$ cat config.mk
export PLATFORM = sky130hd
export DESIGN_NAME = psd_sqrt_cell
export DESIGN_NICKNAME = d
export VERILOG_FILES = /design/src/rtl/psd_pkg.sv /design/src/rtl/psd_sqrt_cell.sv
export SDC_FILE = /design/constraint.sdc
export NUM_CORES = 1
export LEC_CHECK = 0
export BUFFER_PORTS_ARGS = -buffer_cell sky130_fd_sc_hd__buf_2
export CAP_MARGIN = 20
export CORE_ASPECT_RATIO = 0.6
export CORE_MARGIN = 2
export CORE_UTILIZATION = 35
export CTS_CLUSTER_SIZE = 12
export DETAILED_ROUTE_END_ITERATION = 8
export GPL_TIMING_DRIVEN = 0
export PLACE_DENSITY = 0.59
export SYNTH_ARGS = -nofsm -noshare
export SYNTH_HDL_FRONTEND = slang
export SYNTH_SLANG_ARGS = --single-unit
$ cat constraint.sdc
create_clock -name clk -period 13.9 [get_ports clk]
set_input_delay 0 -clock clk [delete_from_list [all_inputs] [get_ports clk]]
set_output_delay 0 -clock clk [all_outputs]
set_load 0.01 [all_outputs]
$ cat src/rtl/psd_pkg.sv
package psd_pkg;

  localparam int CW    = 24;          // coordinate width
  localparam int DW    = CW + 1;      // coordinate difference
  localparam int L2W   = 2 * DW;      // squared length
  localparam int DOTW  = 2 * DW + 1;  // dot product, signed
  localparam int TB    = 32;          // projection fraction bits
  localparam int EW    = CW + 3;      // residual offset, signed
  localparam int SQW   = 2 * EW;      // squared distance
  localparam int DISTW = 25;

  typedef struct packed {
    logic signed [CW-1:0] point_x;
    logic signed [CW-1:0] point_y;
    logic signed [CW-1:0] start_x;
    logic signed [CW-1:0] start_y;
    logic signed [CW-1:0] end_x;
    logic signed [CW-1:0] end_y;
  } psd_in_t;

  typedef struct packed {
    logic [DISTW-1:0] distance;
    logic             degenerate;
  } psd_out_t;

  // what travels beside the divider
  typedef struct packed {
    logic signed [DW-1:0] abx;
    logic signed [DW-1:0] aby;
    logic signed [DW-1:0] apx;
    logic signed [DW-1:0] apy;
    logic                 degen;
    logic                 t_zero;
    logic                 t_one;
  } psd_dside_t;

endpackage

$ cat src/rtl/psd_sqrt_cell.sv
module psd_sqrt_cell #(
  parameter int SHIFT = 0
) (
  input  logic                    clk,
  input  logic                    rst_n,
  input  logic                    vld_i,
  input  logic [psd_pkg::SQW-1:0] rad_i,
  input  logic [psd_pkg::SQW-1:0] root_i,
  input  logic                    degen_i,
  output logic                    vld_o,
  output logic [psd_pkg::SQW-1:0] rad_o,
  output logic [psd_pkg::SQW-1:0] root_o,
  output logic                    degen_o
);

  localparam logic [psd_pkg::SQW-1:0] BIT = {{(psd_pkg::SQW-1){1'b0}}, 1'b1} << SHIFT;

  logic [psd_pkg::SQW-1:0] trial;
  logic [psd_pkg::SQW-1:0] rad_nxt, root_nxt, rad_r, root_r;
  logic                    vld_r, degen_r;

  always_comb begin
    trial = root_i + BIT;
    if (rad_i >= trial) begin
      rad_nxt  = rad_i - trial;
      root_nxt = (root_i >> 1) + BIT;
    end else begin
      rad_nxt  = rad_i;
      root_nxt = root_i >> 1;
    end
  end

  always_ff @(posedge clk) begin
    if (!rst_n) begin
      vld_r <= 1'b0;
    end else begin
      vld_r <= vld_i;
    end
    rad_r   <= rad_nxt;
    root_r  <= root_nxt;
    degen_r <= degen_i;
  end

  assign vld_o   = vld_r;
  assign rad_o   = rad_r;
  assign root_o  = root_r;
  assign degen_o = degen_r;

endmodule

==> reports/qor.txt <==
Endpoints failing hold: 0
Crit-path cells: dlygate4sd3_1, buf_2, ha_1, nand3_1, or3_1, nor2_1, nand3_1, or4_1, nor2_1, nand2_1, xor2_1, ha_1, clkbuf_1, nand4_1, nor4_1, or3_1, o2111a_1, or2_1, buf_2, buf_4, nand4_1, xnor2_1, dlygate4sd3_1
Clk sink count: 110
Initial Utilization: 35.37%
Max clock buf depth: 2
Die Area: 24380 sq um
Final HPWL DP: 26250 um
Final setup vio count: 0
P&R area growth vs syn: 33.83%
Cell taking the most area after synthesis: dfxtp_1
Buffers & Inverters on Critical Path: 6
Core area: 22870 sq um
IO buf count: 211
Worst Hold Class: primary input to register
Initial DRT Pass Iterations: 5
Tot GR Track Use: 26.97%
P_leak: 4.752 nW
WS Path Type: primary input to register
Share of cells above drive strength 1: 19.20%
Number of DRC markers in iteration 0: 757
Post_cts resized: 0
Max Cap Viol: 0
Multi-input logic area: 5540 sq um
Nature of the critical path endpoint: register
NumNets Final: 1544
Drt total wl: 32990 um
Period utilisation layout: 47.88%
IO Count: 222
WP depth: 23
Via count: 8895
Root Buffer Master: clkbuf_16
Min Hold Slack: 38.33 ps
Rows: 43
Hold-fix buffers at CTS: 100
Worst path max stage delay: 710 ps
Final ANT Viol Nets: 0
Relative slew slack: 29.43%
GRT Residual Overflow: 0
Avg Cell Area, Syn: 7.681 sq um
Worst Tran Pin Value: 1032 ps
Fill cell count: 2336
Post-Syn Instances: 1053
Critical Path Source: root_i[2]
Cell family with most CP delay: simple AND/OR/NAND/NOR gates
Max stage delay cell, worst path: or4_1
Synthesis-stage register bit count: 110
Worst vdd ir: 0.05058 mV
Slew Limit Fails: 0
Sequential share of the synthesized area: 27.23%
CTS H-tree lvls: 3
First-pass GRT wire length: 49540 um
DRC viols: 0
Reg clk slew, reported paths: 80 ps
Data arrival time of the worst path: 6930 ps
GP Congestion: 0.9526
Share of synthesized registers carrying an async set or reset: 0%
Synth cell count leaders: nand2_1 (129), dfxtp_1 (110), nor2_1 (104)
Largest cells by area after synthesis: dfxtp_1 (27%), ha_1 (8.7%), xor2_1 (8.3%), xnor2_1 (8.1%), nand2_1 (6.0%)
Syn_nets: 1222
Vias per Instance: 5.245
Number of synthesized flops with an enable pin: 0
Initial antenna violation count: 1
RSZ-0062 raised after global routing: false
Inserted Clock Buffers: 9
Worst Path Max Fanout: 10
Largest net degree at the start of global routing: 20
Post-CTS Setup Inserts: 0
Sum Neg Setup Slack: 0 ps
Critical Path Sink: root_o[3]
Element type at the critical path start: primary input
Dominant synthesized flop cell: dfxtp_1
Vias in the first global route: 8167
CTS tree: done
CP required: 14170 ps
Yosys warnings: 0
Share of the synthesized area in the top cell type: 27.23%
Status: completed
Post-synth cell types: 61
Most common cell in the netlist: nand2_1
Wire per inst: 19.45 um
Die height: 121.8 um
Max frequency: 0.1502 GHz
PD cells: 90.74 nW/um^2
Synth Cell Area: 8088 sq um
Chip Width: 200.2 um
Register area: 2202 sq um
Crit path time final: 6656 ps
## per-stage QoR
stage | util (%) | power, W | cell area, sq um | std cells | setup slack, ps
2_1_floorplan | - | 0.0005753 | 8088 | 1053 | 9445
3_3_place_gp | 41.71 | 0.0007046 | 9538 | 1579 | 7690
3_5_place_dp | 41.71 | 0.0007034 | 9538 | 1579 | 7698
4_1_cts | 47.33 | 0.0009845 | 10820 | 1695 | 7501
5_1_grt | 47.33 | 0.001037 | 10820 | 1695 | 6862
6_report | 47.34 | 0.0009822 | 10820 | 1696 | 7244
## cell families (layout without fill, tap and decap cells)
logic type / after synthesis / count (layout) / share of synthesized area [%]
other: 0 / 1 / 0
buffers and inverters: 80 / 407 / 4.270
xor gates and xnor gates: 152 / 152 / 16.46
and+or+nand+nor: 417 / 417 / 24.74
muxes: 1 / 1 / 0.1392
adders and majority gates: 57 / 57 / 8.911
AOI/OAI and AO/OA: 236 / 236 / 18.26
DFF: 110 / 110 / 27.23
## worst min path at each step
stage | startpoint | endpoint | slack [ps] | depth (start not counted)
final | root_i[21] | root_o[20] | 40 | 2
after global routing | rad_i[44] | rad_o[44] | 50 | 3
after CTS | root_i[20] | root_o[19] | 20 | 2
after detailed placement | degen_i | degen_o | 110 | 1
after global placement | degen_i | degen_o | 100 | 1
after floorplan | degen_i | degen_o | 30 | 0
## metal layers
metal	GRT usage (%)	share of wire [%]	vias to the layer above
li1	-	-	4339
met1	42.21	52	4121
met2	36.81	38	403
met3	5.671	8.8	32
met4	5.970	1.3	0
met5	0	0	-
## placed cells by master (no fill, tap or decap), types with 6 or more instances in the layout
cell type      count
dfxtp_1          110
nand2_1          129
a21oi_1           94
o21ai_0           33
nor2_1           104
o21a_1             8
nand3_1           29
inv_1             22
xor2_1            77
clkbuf_1          36
o21bai_1          15
ha_1              56
nand4_1           44
clkbuf_16          9
and3_1            22
buf_2            226
a31oi_1            9
and2_1            10
xnor2_1           75
or3_1              6
nor2b_1            6
dlygate4sd3_1    100
nor3_1            33
a21o_1            38
buf_4              7
## state kept, by name, indices dropped and copies added, names as in the netlist
register  count
rad_o        54
vld_o         1
root_o       54
degen_o       1
## power breakdown
| part | switching (W) | total, W | internal, W | leakage [nW] |
|---|---|---|---|---|
| logic | 0.000215 | 0.000363 | 0.000148 | 3.69 |
| registers | 0.00000927 | 0.000362 | 0.000353 | 0.928 |
| clock network | 0.000132 | 0.000257 | 0.000125 | 0.136 |
| total | 0.000356 | 0.000982 | 0.000626 | 4.75 |
## layout make-up
cell class	count	share of cell area (%)
sequential	110	20.34
antenna	1	0.02312
inverter	22	0.7629
clock buffer	10	2.115
clock inverter	6	0.4971
timing repair buffer	311	19.00
buffer	58	2.427
tap	315	3.641
multi-input combinational	863	51.18
Note: power is estimated with default switching activity, not from simulation.
