File: src/rtl/psd_pkg.sv
package psd_pkg;

  localparam int CW    = 24;          // coordinate width
  localparam int DW    = CW + 1;      // coordinate difference
  localparam int L2W   = 2 * DW;      // squared length
  localparam int DOTW  = 2 * DW + 1;  // dot product, signed
  localparam int TB    = 32;          // projection fraction bits
  localparam int EW    = CW + 3;      // residual offset, signed
  localparam int SQW   = 2 * EW;      // squared distance
  localparam int DISTW = 25;

  typedef struct packed {
    logic signed [CW-1:0] point_x;
    logic signed [CW-1:0] point_y;
    logic signed [CW-1:0] start_x;
    logic signed [CW-1:0] start_y;
    logic signed [CW-1:0] end_x;
    logic signed [CW-1:0] end_y;
  } psd_in_t;

  typedef struct packed {
    logic [DISTW-1:0] distance;
    logic             degenerate;
  } psd_out_t;

  // what travels beside the divider
  typedef struct packed {
    logic signed [DW-1:0] abx;
    logic signed [DW-1:0] aby;
    logic signed [DW-1:0] apx;
    logic signed [DW-1:0] apy;
    logic                 degen;
    logic                 t_zero;
    logic                 t_one;
  } psd_dside_t;

endpackage

File: src/rtl/psd_div_cell.sv
module psd_div_cell (
  input  logic                      clk,
  input  logic                      rst_n,
  input  logic                      vld_i,
  input  logic [psd_pkg::L2W-1:0]   rem_i,
  input  logic [psd_pkg::L2W-1:0]   den_i,
  input  logic [psd_pkg::TB-1:0]    quo_i,
  input  psd_pkg::psd_dside_t       side_i,
  output logic                      vld_o,
  output logic [psd_pkg::L2W-1:0]   rem_o,
  output logic [psd_pkg::L2W-1:0]   den_o,
  output logic [psd_pkg::TB-1:0]    quo_o,
  output psd_pkg::psd_dside_t       side_o
);

  logic [psd_pkg::L2W:0]   rem2;
  logic [psd_pkg::L2W:0]   diff;
  logic                    ge;
  logic                    vld_r;
  logic [psd_pkg::L2W-1:0] rem_r, rem_nxt, den_r;
  logic [psd_pkg::TB-1:0]  quo_r, quo_nxt;
  psd_pkg::psd_dside_t     side_r;

  // one restoring division step
  always_comb begin
    rem2    = {rem_i, 1'b0};
    diff    = rem2 - {1'b0, den_i};
    ge      = (rem2 >= {1'b0, den_i});
    rem_nxt = ge ? diff[psd_pkg::L2W-1:0] : rem2[psd_pkg::L2W-1:0];
    quo_nxt = {quo_i[psd_pkg::TB-2:0], ge};
  end

  always_ff @(posedge clk) begin
    if (!rst_n) begin
      vld_r <= 1'b0;
    end else begin
      vld_r <= vld_i;
    end
    rem_r  <= rem_nxt;
    den_r  <= den_i;
    quo_r  <= quo_nxt;
    side_r <= side_i;
  end

  assign vld_o  = vld_r;
  assign rem_o  = rem_r;
  assign den_o  = den_r;
  assign quo_o  = quo_r;
  assign side_o = side_r;

endmodule

File: config.mk
export PLATFORM = sky130hd
export DESIGN_NAME = psd_div_cell
export DESIGN_NICKNAME = d
export VERILOG_FILES = /design/src/rtl/psd_pkg.sv /design/src/rtl/psd_div_cell.sv
export SDC_FILE = /design/constraint.sdc
export NUM_CORES = 1
export LEC_CHECK = 0
export BUFFER_PORTS_ARGS = -buffer_cell sky130_fd_sc_hd__buf_4
export CORE_AREA = 2 2 184 186
export CTS_CLUSTER_SIZE = 30
export DETAILED_ROUTE_END_ITERATION = 12
export DIE_AREA = 0 0 186 188
export GPL_TIMING_DRIVEN = 0
export PLACE_DENSITY = 0.49
export SYNTH_ARGS = -nofsm -noshare
export SYNTH_HDL_FRONTEND = slang
export SYNTH_SLANG_ARGS = --single-unit
File: constraint.sdc
create_clock -name clk -period 3.95 [get_ports clk]
set_clock_uncertainty 0.1 [all_clocks]
set_input_delay 0.79 -clock clk [delete_from_list [all_inputs] [get_ports clk]]
set_output_delay 0.79 -clock clk [all_outputs]
set_load 0.01 [all_outputs]
==> out/qor.csv, run 1 <==
stage,metric,value,unit
run_status,status,"finished, final reports clean",
floorplanning,die-width,186,um
routing,detail_route.wl_per_cell,18.0,um
synth,synthTopCellsByCount,"236 x dfxtp_1, 91 x a21oi_1, 67 x nand2_1",
sta,max_freq,281,MHz
worst_setup_path,cp_max_fo,5,
routing,wl,32600,um
sta,slew_viol_final,0,
worst_setup_path,end_kind,flop,
routing,vias_per_cell,4.24,
floorplanning,initial_core_util,25.5,%
worst_setup_path,critPathLaunchType,primary input,
cts,cts_tree,built,
placed_design,place_ws,-0.262,ns
routing,ant_nets,0,
global_routing,grtUsageTotal,18.0,%
routing,drt-initial-drc-count,390,
synth,post_synth.cell_area_avg,10.0,sq um
sta,setup_viol_count_final,0,
floorplanning,core_area,33100,sq um
worst_setup_path,path_class,in2reg,
cts,cts.sinks,236,
synth,synthCells,841,
global_routing,antenna_found_initial,3,
global_routing,grt_max_degree,14,
synth,syn_area,8450,sq um
placed_design,gp_congestion,0.839,
worst_setup_path,crit_arrival,3.87,ns
routing,firstDrtPassIters,4,
synth,synth_warnings,0,
routing,vias,7677,
global_routing,grt_overflow,0,
cts,cts.hold.buffers_added,0,
layout,fin_cells,1810,
layout,finish.net_count,1631,
worst_hold_path,hold_class,in2reg,
power,fin_total_pwr,0.00658,W
sta,max-slew-margin-rel,40.8,%
power,power_density,488,nW/um^2
layout,drive_above_1_share,39.6,%
worst_setup_path,cp.required,4.25,ns
cts,path_clk_slew,0.06,ns
power,leakagePower,6.57,nW
cts,cts_setup_buffers,0,
layout,fillers,3343,
synth,netlist_top_cells_area,"dfxtp_1 56%, ha_1 7.4%, a21oi_1 5.4%",
global_routing,grt_pass1_vias,7829,
global_routing,grt_pass1_wl,47500,um
synth,synth_area_leader_cell,dfxtp_1,
worst_hold_path,hold_depth,1,
floorplanning,io_pins,474,
sta,min_period,3.56,ns
sta,period_share,90.2,%
synth,synth_top_area_share,55.9,%
synth,synth_seq_cells,236,
routing,drcViolationCount,0,
synth,synth_fp_nets,1130,
synth,ys.flop_type,dfxtp_1,
layout,syn2layout_area_growth,59.5,%
floorplanning,dieArea,35000,sq um
cts,cts_buffers,27,
run,maxCapViolCount,0,
synth,synth_edf_count,0,
placed_design,dp_cells,1761,
floorplanning,rows,67,
sta,worst_slack,0.386,ns
placed_design,dp_hpwl,26700,um
cts,cts_resized,0,
cts,cts_buffer_depth,3,
synth,yosysMostFrequentCell,dfxtp_1,
synth,synth_cell_types,55,
cts,ctsHtreeMaxLevel,1,
sta,worst_pin_slew,0.880,ns
power,peakVddDrop,0.000291,V
synth,ys_seq_area_share,55.9,%
floorplanning,die_height,188,um
cts,cts-root-buf,clkbuf_16,
sta,finalHoldViolCount,0,
placed_design,port_buffers,472,
synth,async_reset_ff_share,0,%
sta,rsz0062_at_grt,false,
-- worst max-delay path, cell delays in order --
cell      delay (ns)
buf_4           0.09
inv_1           0.07
fa_1            0.47
a211oi_1        0.28
o21bai_1        0.13
o21ai_0         0.30
a21oi_2         0.19
a21boi_0        0.43
o31a_2          0.32
o211ai_1        0.20
a221oi_1        0.36
xor2_1          0.17
o21ai_0         0.08
-- layout make-up --
| class | instances | area, sq um | area share (%) |
|---|---|---|---|
| repair buffers | 472 | 3540 | 26.3 |
| clock buffers | 36 | 749 | 5.56 |
| diodes | 2 | 5.00 | 0.0371 |
| clock inverters | 11 | 170 | 1.26 |
| inverters | 66 | 248 | 1.84 |
| flip-flops and latches | 236 | 4720 | 35.1 |
| multi-input cells | 505 | 3270 | 24.3 |
| well taps | 448 | 561 | 4.16 |
| plain buffers | 34 | 206 | 1.53 |
-- cell families after synthesis --
kind of cell / after synthesis / share of synthesized area (%)
adder cells (fa/ha/maj): 51 / 7.64
buffers and inverters: 100 / 5.38
AO/OA/AOI/OAI: 219 / 15.8
multiplexers: 1 / 0.119
flip-flops: 236 / 55.9
AND/OR/NAND/NOR: 189 / 10.5
XOR/XNOR: 45 / 4.67
-- path summary, 6_finish.rpt --
kind	endpoint	startpoint	slack, ns
worst max-delay path	rem_o[48]	den_i[0]	0.39
worst min-delay path	side_o[72]	side_i[72]	0.25
-- routing by layer --
metal | up-vias | part of all wire [%] | global-route usage [%]
li1 | 3853 | - | -
met3 | 36 | 9.6 | 5.67
met5 | - | 0.028 | 0
met1 | 3488 | 40 | 21.4
met4 | 2 | 1.4 | 4.21
met2 | 298 | 49 | 31.3
-- report_power, final --
group,switching [W],internal (W),total [W]
logic,0.000665,0.000657,0.00132
registers,0.0000621,0.00259,0.00266
clock network,0.00101,0.00159,0.00260
total,0.00174,0.00484,0.00658
-- through the flow --
stage	area [sq um]	setup TNS [ns]	hold WS (ns)	util, %
finish	13500	0	0.249	40.7
global route	13500	0	0.221	40.7
CTS	13500	0	0.216	40.7
detailed placement	12600	-5.57	0.795	37.9
global placement	12600	-4.07	0.794	37.9
floorplan	8450	0	0.718	-
-- flip-flops by register name, indices dropped and copies added, names as in the netlist --
name / cells
quo_o: 32
vld_o: 1
den_o: 50
side_o: 103
rem_o: 50
-- cell usage in the layout (no fill, tap or decap), types with 27 or more instances in the layout --
master     instances
a21oi_1           91
buf_4            472
clkbuf_16         27
dfxtp_1          236
ha_1              50
inv_1             65
nand2_1           67
nor2_1            57
o21ai_0           40
No activity file was read; power rests on OpenSTA's default activity.
==> inputs of run 2 (changes only) <==
Settings changed: ABC_AREA set to 1, PLACE_DENSITY 0.49 to 0.55.
==> run 2 against run 1 <==
Effect of this change:
- power grew 0.76%
- highest routed layer unchanged
- clock power shrank 3%
- sequential power is essentially flat
- first-iteration DRC count grew 15%
- synthesized cell count grew 62%
==> out/qor.csv, run 2 <==
stage,metric,value,unit,change
routing,firstDrtPassIters,5,,+1
run,maxCapViolCount,0,,unchanged
synth,async_reset_ff_share,0,%,unchanged
sta,max_freq,360,MHz,+28%
synth,post_synth.cell_area_avg,7.43,sq um,-26%
layout,layout_commonest_cell,buf_4,,
power,fin_total_pwr,0.00663,W,+0.76%
layout,n_antenna_cell,0,,-2
synth,synthCells,1362,,+62%
routing,wl,38700,um,+19%
global_routing,grt_pass1_wl,56700,um,+19%
synth,synth_simple_gate_area_share,29.1,%,+19 points
routing,met2RoutedLength,17900,um,+13%
floorplanning,die_height,188,um,unchanged
placed_design,dp_hpwl,33100,um,+24%
cts,cts-root-buf,clkbuf_16,,
global_routing,antenna_found_initial,1,,-2
synth,synth_xor_area_share,2.51,%,-2.2 points
sta,min_period,2.78,ns,-0.788 ns
layout,fin_cells,2330,,+29%
sta,max-slew-margin-rel,67.4,%,+27 points
power,peakVddDrop,0.000250,V,-14%
layout,final_cell_mix,"472 x buf_4, 457 x nand2_1, 279 x inv_1",,
floorplanning,die-width,186,um,unchanged
sta,worst_slack,1.17,ns,+0.788 ns
worst_setup_path,critPathLaunchType,primary input,,
synth,synth_top_area_share,46.7,%,-9.2 points
sta,rsz0062_at_grt,false,,
synth,synth_compound_area_share,3.55,%,-12 points
worst_setup_path,cp_max_fo,10,,+5
run_status,status,"finished, final reports clean",,
floorplanning,dieArea,35000,sq um,unchanged
cts,ctsHtreeMaxLevel,1,,unchanged
routing,vias,9814,,+28%
synth,synth_seq_cells,236,,unchanged
floorplanning,initial_core_util,30.6,%,+5.1 points
layout,drive_above_1_share,30.1,%,-9.6 points
synth,synth_fa_ha_area_share,6.38,%,-1.3 points
worst_setup_path,end_kind,flop,,
cts,cts_setup_buffers,0,,unchanged
synth,yosysMostFrequentCell,nand2_1,,
cts,cts_buffers,27,,unchanged
synth,ys_seq_area_share,46.7,%,-9.2 points
sta,setup_viol_count_final,0,,unchanged
worst_setup_path,startpoint,den_i[25],,
synth,synth_fp_nets,1651,,+46%
cts,cts_buffer_depth,3,,unchanged
cts,path_clk_slew,0.06,ns,about the same
synth,synth_area_leader_cell,dfxtp_1,,
worst_hold_path,hp-start,side_i[66],,
cts,cts_tree,built,,
synth,synth_top_family_by_area,simple AND/OR/NAND/NOR gates,,
worst_setup_path,crit_arrival,3.09,ns,-0.78 ns
floorplanning,io_pins,474,,unchanged
global_routing,grt_max_degree,13,,-1
global_routing,grtUsageTotal,21.6,%,+3.6 points
layout,largest_reg_flops,103,,unchanged
synth,netlist_top_cells_area,"dfxtp_1 47%, nand2_1 17%, inv_1 10%",,
placed_design,place_ws,0.594,ns,+0.856 ns
routing,ant_nets,0,,unchanged
routing,detail_route.wl_per_cell,16.6,um,-7.7%
layout,finish.net_count,2152,,+32%
power,leakagePower,8.38,nW,+28%
sta,fin_tns_setup,0,ns,unchanged
floorplanning,core_area,33100,sq um,unchanged
cts,cts.sinks,236,,unchanged
layout,syn2layout_area_growth,49.4,%,
routing,drt-initial-drc-count,449,,+15%
routing,wl_met3,3660,um,+17%
cts,cts_resized,0,,unchanged
placed_design,gp_congestion,0.938,,+12%
floorplanning,rows,67,,unchanged
placed_design,dp_cells,2282,,+30%
cts,cts.hold.buffers_added,0,,unchanged
sta,slew_viol_final,0,,unchanged
sta,worst_pin_slew,0.489,ns,-0.391 ns
synth,syn_area,10100,sq um,+20%
routing,top_layer,met5,,
sta,period_share,70.3,%,-20 points
synth,synth_cell_types,35,,-36%
power,power_density,438,nW/um^2,-10%
global_routing,grt_pass1_vias,9836,,+26%
placed_design,port_buffers,472,,unchanged
worst_hold_path,hold_class,in2reg,,
placed_design,placed_cell_area,14200,sq um,+13%
layout,final_area,15100,sq um,+12%
global_routing,grt_overflow,0,,unchanged
worst_setup_path,path_class,in2reg,,
synth,synth_mux_area_share,0,%,-0.12 points
synth,synth_warnings,0,,unchanged
synth,synthTopCellsByCount,"457 x nand2_1, 279 x inv_1, 236 x dfxtp_1",,
synth,ys.flop_type,dfxtp_1,,
worst_hold_path,whs_endpoint,side_o[66],,
worst_setup_path,cp.required,4.27,ns,+0.02 ns
routing,drcViolationCount,0,,unchanged
synth,synth_edf_count,0,,unchanged
routing,wl_met1,16200,um,+24%
routing,vias_per_cell,4.21,,-0.69%
worst_hold_path,hold_depth,1,,unchanged
sta,finalHoldViolCount,0,,unchanged
run 2: cells by family after synthesis:
| kind of cell | after synthesis |
|---|---|
| buffers and inverters | 306 |
| AND/OR/NAND/NOR | 675 |
| XOR/XNOR | 29 |
| AO/OA/AOI/OAI | 65 |
| adder cells (fa/ha/maj) | 51 |
| flip-flops | 236 |
run 2: routing by layer:
| metal | global-route usage, % | up-vias |
|---|---|---|
| met1 | 27.3 | 4333 |
| li1 | - | 5094 |
| met3 | 5.59 | 49 |
| met2 | 36.3 | 336 |
| met4 | 5.66 | 2 |
| met5 | 0 | - |
run 2: worst max-delay path, cell delays in order:
cell and delay, ns:
buf_4 0.09, inv_1 0.05, ha_1 0.32, nand2_1 0.14, inv_1 0.05, a21oi_1 0.26
nand2_1 0.12, nand2_1 0.07, nand2_1 0.11, a21oi_4 0.38, nand3_4 0.16, buf_8 0.19
buf_6 0.16, nand3_1 0.12, nand2_1 0.06
run 2: worst max-delay path by stage:
stage	slack [ns]	end
floorplan	1.39	rem_o[49]
global route	0.98	rem_o[33]
detailed placement	0.59	rem_o[33]
CTS	1.16	rem_o[33]
finish	1.17	rem_o[33]
global placement	0.60	rem_o[33]
run 2: where the power goes:
part	total (W)	internal, W	switching (W)
logic	0.00146	0.000656	0.000804
clock network	0.00251	0.00155	0.000966
registers	0.00265	0.00259	0.0000614
total	0.00663	0.00479	0.00183
run 2: area by class of cell:
type / count / area, sq um
fillers: 3416 / 18000
clock buffers: 41 / 778
plain buffers: 14 / 100
clock inverters: 7 / 120
inverters: 292 / 1100
multi-input cells: 820 / 4200
well taps: 448 / 561
repair buffers: 472 / 3540
flip-flops and latches: 236 / 4720
run 2: stage by stage:
| step | hold slack, ns | util, % |
|---|---|---|
| final | 0.260 | 45.7 |
| after detailed placement | 0.796 | 43.0 |
| after floorplan | 0.718 | - |
| after global placement | 0.794 | 43.0 |
| after global routing | 0.234 | 45.7 |
| after CTS | 0.227 | 45.7 |
